===== src/hw/rtl/mcd_pkg.sv =====
package mcd_pkg;

  // Default sizes handed to the top-level parameters.
  localparam int DEF_MAX_WIDTH  = 2048;
  localparam int DEF_MAX_HEIGHT = 4096;
  localparam int DEF_WINDOW     = 7;

  // Field widths.
  localparam int PIX_W      = 8;
  localparam int COL_W      = 11;
  localparam int ROW_W      = 12;
  localparam int VAL_W      = 19;
  localparam int IW_W       = 12;
  localparam int IH_W       = 13;
  localparam int CFG_IDX_W  = 2;
  localparam int CFG_DATA_W = 19;
  localparam int SQ_W       = 2 * PIX_W;

  // Largest interest value that the result field can carry.
  localparam logic [VAL_W-1:0] VAL_MAX = '1;

  // Register indexes on the configuration port.
  localparam logic [CFG_IDX_W-1:0] CFG_THRESHOLD = 2'd0;
  localparam logic [CFG_IDX_W-1:0] CFG_WIDTH     = 2'd1;
  localparam logic [CFG_IDX_W-1:0] CFG_HEIGHT    = 2'd2;

  // Register values after reset.
  localparam logic [VAL_W-1:0] RST_THRESHOLD = 19'd1000;
  localparam logic [IW_W-1:0]  RST_WIDTH     = 12'd640;
  localparam logic [IH_W-1:0]  RST_HEIGHT    = 13'd480;

  typedef struct packed {
    logic [PIX_W-1:0] pixel;
    logic             frame_start;
  } pixel_t;

  typedef struct packed {
    logic             centre_valid;
    logic [COL_W-1:0] centre_col;
    logic [ROW_W-1:0] centre_row;
    logic [VAL_W-1:0] interest_value;
    logic             is_corner;
  } result_t;

  typedef struct packed {
    logic [VAL_W-1:0] threshold;
    logic [IW_W-1:0]  width;
    logic [IH_W-1:0]  height;
  } cfg_t;

  // Position of a window centre as it travels down the pipeline.
  typedef struct packed {
    logic             valid;
    logic [COL_W-1:0] col;
    logic [ROW_W-1:0] row;
  } meta_t;

endpackage


===== src/hw/rtl/mcd_score.sv =====
module mcd_score #(
  parameter int WINDOW = mcd_pkg::DEF_WINDOW
) (
  input  logic                                    clk,
  input  logic                                    rst,
  input  logic                                    win_valid,
  output logic                                    win_ready,
  input  logic [WINDOW*WINDOW*mcd_pkg::PIX_W-1:0] window,
  input  mcd_pkg::meta_t                          win_meta,
  input  logic [mcd_pkg::VAL_W-1:0]               threshold,
  output logic                                    result_valid,
  input  logic                                    result_ready,
  output mcd_pkg::result_t                        result
);
  import mcd_pkg::*;

  localparam int HALF  = (WINDOW - 1) / 2;
  localparam int PAIRS = 2 * HALF;
  localparam int SUM_W = $clog2(PAIRS * 65025 + 1);
  localparam int MW    = (SUM_W > VAL_W) ? SUM_W : VAL_W;
  localparam int WW    = WINDOW * WINDOW * PIX_W;

  function automatic logic [PIX_W-1:0] px(logic [WW-1:0] w, int r, int c);
    return w[(r*WINDOW+c)*PIX_W +: PIX_W];
  endfunction

  function automatic logic [SQ_W-1:0] sq_diff(logic [PIX_W-1:0] a, logic [PIX_W-1:0] b);
    logic [PIX_W-1:0] d;
    d = (a > b) ? a - b : b - a;
    return SQ_W'(d) * SQ_W'(d);
  endfunction

  // Stage A: squared neighbour differences along the four directions.
  logic            va;
  logic [SQ_W-1:0] sq [4][PAIRS];
  logic [SQ_W-1:0] sq_next [4][PAIRS];
  meta_t           meta_a;

  // Stage B: the four directional sums.
  logic            vb;
  logic [MW-1:0]   sums [4];
  logic [MW-1:0]   sums_next [4];
  meta_t           meta_b;

  logic            ready_b, ready_c;
  logic [MW-1:0]   min01, min23, min_all;
  logic [VAL_W-1:0] iv;
  result_t         result_next;

  assign ready_c   = !result_valid || result_ready;
  assign ready_b   = !vb || ready_c;
  assign win_ready = !va || ready_b;

  // Pairs run through the window centre: row, main diagonal, column and
  // anti-diagonal.
  always_comb begin
    for (int j = 0; j < PAIRS; j++) begin
      sq_next[0][j] = sq_diff(px(window, HALF, j), px(window, HALF, j + 1));
      sq_next[1][j] = sq_diff(px(window, j, j), px(window, j + 1, j + 1));
      sq_next[2][j] = sq_diff(px(window, j, HALF), px(window, j + 1, HALF));
      sq_next[3][j] = sq_diff(px(window, j, 2 * HALF - j),
                              px(window, j + 1, 2 * HALF - j - 1));
    end
  end

  always_ff @(posedge clk) begin
    if (rst) begin
      va <= 1'b0;
    end else if (win_ready) begin
      va <= win_valid;
    end
  end

  always_ff @(posedge clk) begin
    if (win_valid && win_ready) begin
      sq     <= sq_next;
      meta_a <= win_meta;
    end
  end

  // Sum each direction.
  always_comb begin
    for (int d = 0; d < 4; d++) begin
      sums_next[d] = '0;
      for (int j = 0; j < PAIRS; j++) begin
        sums_next[d] = sums_next[d] + MW'(sq[d][j]);
      end
    end
  end

  always_ff @(posedge clk) begin
    if (rst) begin
      vb <= 1'b0;
    end else if (ready_b) begin
      vb <= va;
    end
  end

  always_ff @(posedge clk) begin
    if (va && ready_b) begin
      sums   <= sums_next;
      meta_b <= meta_a;
    end
  end

  // Least of the four sums, saturated, then the threshold test.
  always_comb begin
    min01   = (sums[1] < sums[0]) ? sums[1] : sums[0];
    min23   = (sums[3] < sums[2]) ? sums[3] : sums[2];
    min_all = (min23 < min01) ? min23 : min01;
    iv      = (min_all > MW'(VAL_MAX)) ? VAL_MAX : VAL_W'(min_all);
    result_next.centre_valid   = meta_b.valid;
    result_next.centre_col     = meta_b.col;
    result_next.centre_row     = meta_b.row;
    result_next.interest_value = meta_b.valid ? iv : '0;
    result_next.is_corner      = meta_b.valid && (iv > threshold);
  end

  always_ff @(posedge clk) begin
    if (rst) begin
      result_valid <= 1'b0;
    end else if (ready_c) begin
      result_valid <= vb;
    end
  end

  always_ff @(posedge clk) begin
    if (vb && ready_c) begin
      result <= result_next;
    end
  end

endmodule


===== config.mk =====
export PLATFORM = sky130hd
export DESIGN_NAME = mcd_score
export DESIGN_NICKNAME = d
export VERILOG_FILES = /design/src/hw/rtl/mcd_pkg.sv /design/src/hw/rtl/mcd_score.sv
export SDC_FILE = /design/constraint.sdc
export NUM_CORES = 2
export LEC_CHECK = 0
export ABC_CLOCK_PERIOD_IN_PS = 33000
export BUFFER_PORTS_ARGS = -buffer_cell sky130_fd_sc_hd__buf_2
export CAP_MARGIN = 0
export CORE_MARGIN = 3
export CORE_UTILIZATION = 27
export CTS_BUF_LIST = sky130_fd_sc_hd__clkbuf_4
export DETAILED_ROUTE_END_ITERATION = 10
export SLEW_MARGIN = 20
export SYNTH_ARGS = -nofsm -noshare
export SYNTH_HDL_FRONTEND = slang
export SYNTH_SLANG_ARGS = --single-unit

===== constraint.sdc =====
create_clock -name clk -period 33 [get_ports clk]
set_input_delay 4.95 -clock clk [delete_from_list [all_inputs] [get_ports clk]]
set_output_delay 4.95 -clock clk [all_outputs]
set_load 0.02 [all_outputs]

Yosys cells after proc, flatten, opt, wreduce, memory -nomap -nowiden. Cells that the tools add are included.

Flip-flop bits (word level): 555. Word-level logic and storage cells: 201.

Multiply operators: 24. Reductions and logical operators: 10. Add/subtract/negate cells: 68. Order comparisons: 29. Mux-type cells: 28.

Operator list (number): $mul 8x8->16 (24); $sub 8x8->8 (48); $gt 8x8->1 (24); $mux 8 (24); $add 19x16->19 (8); $add 18x16->19 (4); $mux 19 (4); $add 17x16->18 (4); $add 16x16->17 (4); $lt 19x19->1 (3); $gt 19x19->1 (1); $gt 19x19->1 const B (1); $logic_and 1x1->1 (4); $logic_not 1->1 (3); $logic_or 1x1->1 (3).

Depth between registers and ports, before layout.
Depth after elaboration: 8. Mapped depth: 32.

Worst setup path before layout. OpenSTA, ideal clock, no wires.

Kind: in2reg. Start: input result_ready. End: register meta_a[0] (netlist bit), enable pin. Arrival time: 24032 ps. Stages: 2. Library setup time: 1361 ps. Setup slack: 7607 ps. Data required time: 31639 ps. Path buffers: 0. Cells stage by stage: nor2b_1 a31oi_1.

Word-level cells in the longest chain between the ends: 4.

Ends and longest elaborated chain: from (decl) (RTL line mcd_score.sv:12) `input logic result_ready,`; $logic_or 1x1->1 (RTL line mcd_score.sv:50) `assign ready_c = !result_valid || result_ready;`; $logic_or 1x1->1 (RTL line mcd_score.sv:51) `assign ready_b = !vb || ready_c;`; $logic_or 1x1->1 (RTL line mcd_score.sv:52) `assign win_ready = !va || ready_b;`; $logic_and 1x1->1 (RTL line mcd_score.sv:75) `if (win_valid && win_ready) begin`; to (signal assigned) (RTL line mcd_score.sv:77) `meta_a <= win_meta;`; to (decl) (RTL line mcd_score.sv:37) `meta_t meta_a;`.

Every way passes these cells. A chain may end at the register's enable or synchronous reset.

==> run metrics <==
status finished, final reports clean; # Max-Cap Violations 0; final hold vios 0; Reg-to-Reg End result[0]$_DFFE_PP_; Yosys reg bits approximately 530; Crit-path slowest cell fa_1; Remaining DRCs 0; GRT Total Usage 13.8%; sequential area share after synthesis approximately a fifth; Pre-antenna DRT Iters 9; Avg Cell Area, Syn 9.70 sq um; Initial Util between 20% and 30%; FMAX between 80 and 90 MHz; CP delay by family, top adder cells; H-tree levels 4; routed length per instance about 16 um; Num Clock Sinks 531; cell accounting for the most synthesized area fa_1; Bufs and invs on worst path 7; most used cell, CP fa_1; Worst Hold Launch meta_b[3]$_DFFE_PP_; CP Class in2reg; vias per cell 4.53; CP Max Fanout 14; # IOs between 400 and 500; Num CTS Buffers 141; most common cell in the netlist inv_1; Clock Latency Late Sink 1.10 ns; Final Routed Wirelength 208 mm; Clock Path Buffers 3; Slew headroom about a quarter; utilization after layout 30.0%; PortBufs 292; width of the die about 550 um; Synth Instances 8194; final slew viol count 0; critical path arrival approximately 13 ns; hold path endpoint result[23]$_DFFE_PP_; vias ~57000; die height 549 um; Period minus WS final 12.17 ns; # fillers 30700; Detail Route Antenna Nets 0; Slew @ Worst Pin 1.14 ns; reg-to-reg setup timing slack 25.76 ns; r2r startpoint sums[25]$_DFFE_PP_; die area 301000 sq um; Yosys cell types roughly 110; final cycle utilization of the critical path 36.9%; Post-synth top cells 1613 x inv_1, 1213 x ha_1, 892 x fa_1; total number of yosys warnings 0; Final Setup Violations 0; top cells by area, synth fa_1 22%, edfxtp_1 20%, ha_1 19%; crit start category primary input; CP Capture Type flip-flop; post-CTS sizing 0; row count 198; hold buffers post-CTS 0; clock skew roughly 0.10 ns; Starting DRT DRC Count 3626; Area Growth Syn to Fin 10.3%; Root Driver clkbuf_4; largest net degree at the start of global routing between 100 and 150; hold path depth 0; hold crit path type reg2reg; Setup Fix Bufs, Post-CTS 0; Worst path max stage delay roughly 0.53 ns; first-pass GRT wire length 323 mm; Final nets between 10000 and 15000; unrepaired setup endpoints after global routing false; Overflow after GRT 0; number of global-route vias before repair approximately 57000; Worst-path clk slew 0.07 ns; Worst Reg-to-Reg Cells 26; ys async rst share 0%; Synth Flop Type edfxtp_1; Crit path required time about 34 ns; DP Wirelength 175 mm; core area around 290000 sq um; CTS tree done; Mapped Area roughly 79000 sq um; initial antenna violation count 87; share of post-route cells with drive strength above 1 under 10%; RD Place Congestion 0.871; Yosys top cell area share 22.5%; TNS Setup 0 ns; Post-synth EDFFs 528
-- flip-flops by register name (all words and copies together) (netlist names) --
register	cells
meta_b	24
result	44
meta_a	24
sq	360
va	1
vb	1
sums	76
result_valid	1
-- final cells by class --
class / instances / area (sq um) / share of cell area (%)
diodes: 28 / 70.1 / 0.0799
clock buffers: 181 / 1360 / 1.55
clock inverters: 53 / 353 / 0.402
inverters: 1614 / 6060 / 6.91
multi-input cells: 5965 / 57200 / 65.2
flip-flops and latches: 531 / 15900 / 18.2
well taps: 3900 / 4880 / 5.57
repair buffers: 346 / 1880 / 2.14
-- through the flow --
stage / worst slack (ns) / cells / instance area, sq um / hold WS, ns
after CTS: 20.98 / 12600 / 87600 / 0.379
after floorplan: 7.61 / 8214 / 79500 / 0.400
after global placement: 19.86 / 12400 / 85900 / 0.401
after detailed placement: 19.78 / 12400 / 85900 / 0.405
after global routing: 20.49 / 12600 / 87600 / 0.375
final: 20.83 / 12600 / 87700 / 0.372
-- how the worst max path moves through the flow --
stage | startpoint | endpoint | depth (start not counted)
floorplan | result_ready | meta_a[0]$_DFFE_PP_ | 2
global placement | window[193] | sq[255]$_DFFE_PP_ | 30
detailed placement | window[193] | sq[335]$_DFFE_PP_ | 27
CTS | window[193] | sq[335]$_DFFE_PP_ | 27
global route | window[193] | sq[255]$_DFFE_PP_ | 30
finish | window[193] | sq[335]$_DFFE_PP_ | 28
-- routing by layer --
metal | global-route usage, % | wire (um)
met1 | 19.1 | 96700
met2 | 21.7 | 91900
met3 | 3.35 | 14800
met4 | 2.82 | 4440
met5 | 0 | 304
-- cell families after synthesis --
kind of cell               count (synthesis)  synth area share [%]
AOI/OAI and AO/OA                       1211                  10.1
xor gates and xnor gates                 590                  6.56
adders and majority gates               2105                  41.6
buffers and inverters                   1718                  8.22
DFF                                      531                  20.0
muxes                                    201                  2.65
other                                      2               0.00945
and+or+nand+nor                         1836                  10.9
-- cells in the final DEF (no fill, tap or decap), drive strengths merged, types with 28 or more instances in the layout --
master	count
mux2	71
nand2	239
ha	1213
xor2	175
a31oi	43
o21ai	211
nand4	55
and2	32
a211oi	55
o21a	66
inv	1615
clkinv	44
o2111ai	41
nor2	818
diode	28
buf	346
clkbuf	181
a21oi	369
nand3	110
o21bai	68
edfxtp	528
nand2b	48
nor3	169
mux2i	130
or3	46
a21o	145
or2	132
a21boi	32
nor2b	109
fa	892
xnor2	415
Power is not shown: default switching activity piles up to over one toggle a cycle in this logic, so the estimate is an artifact.
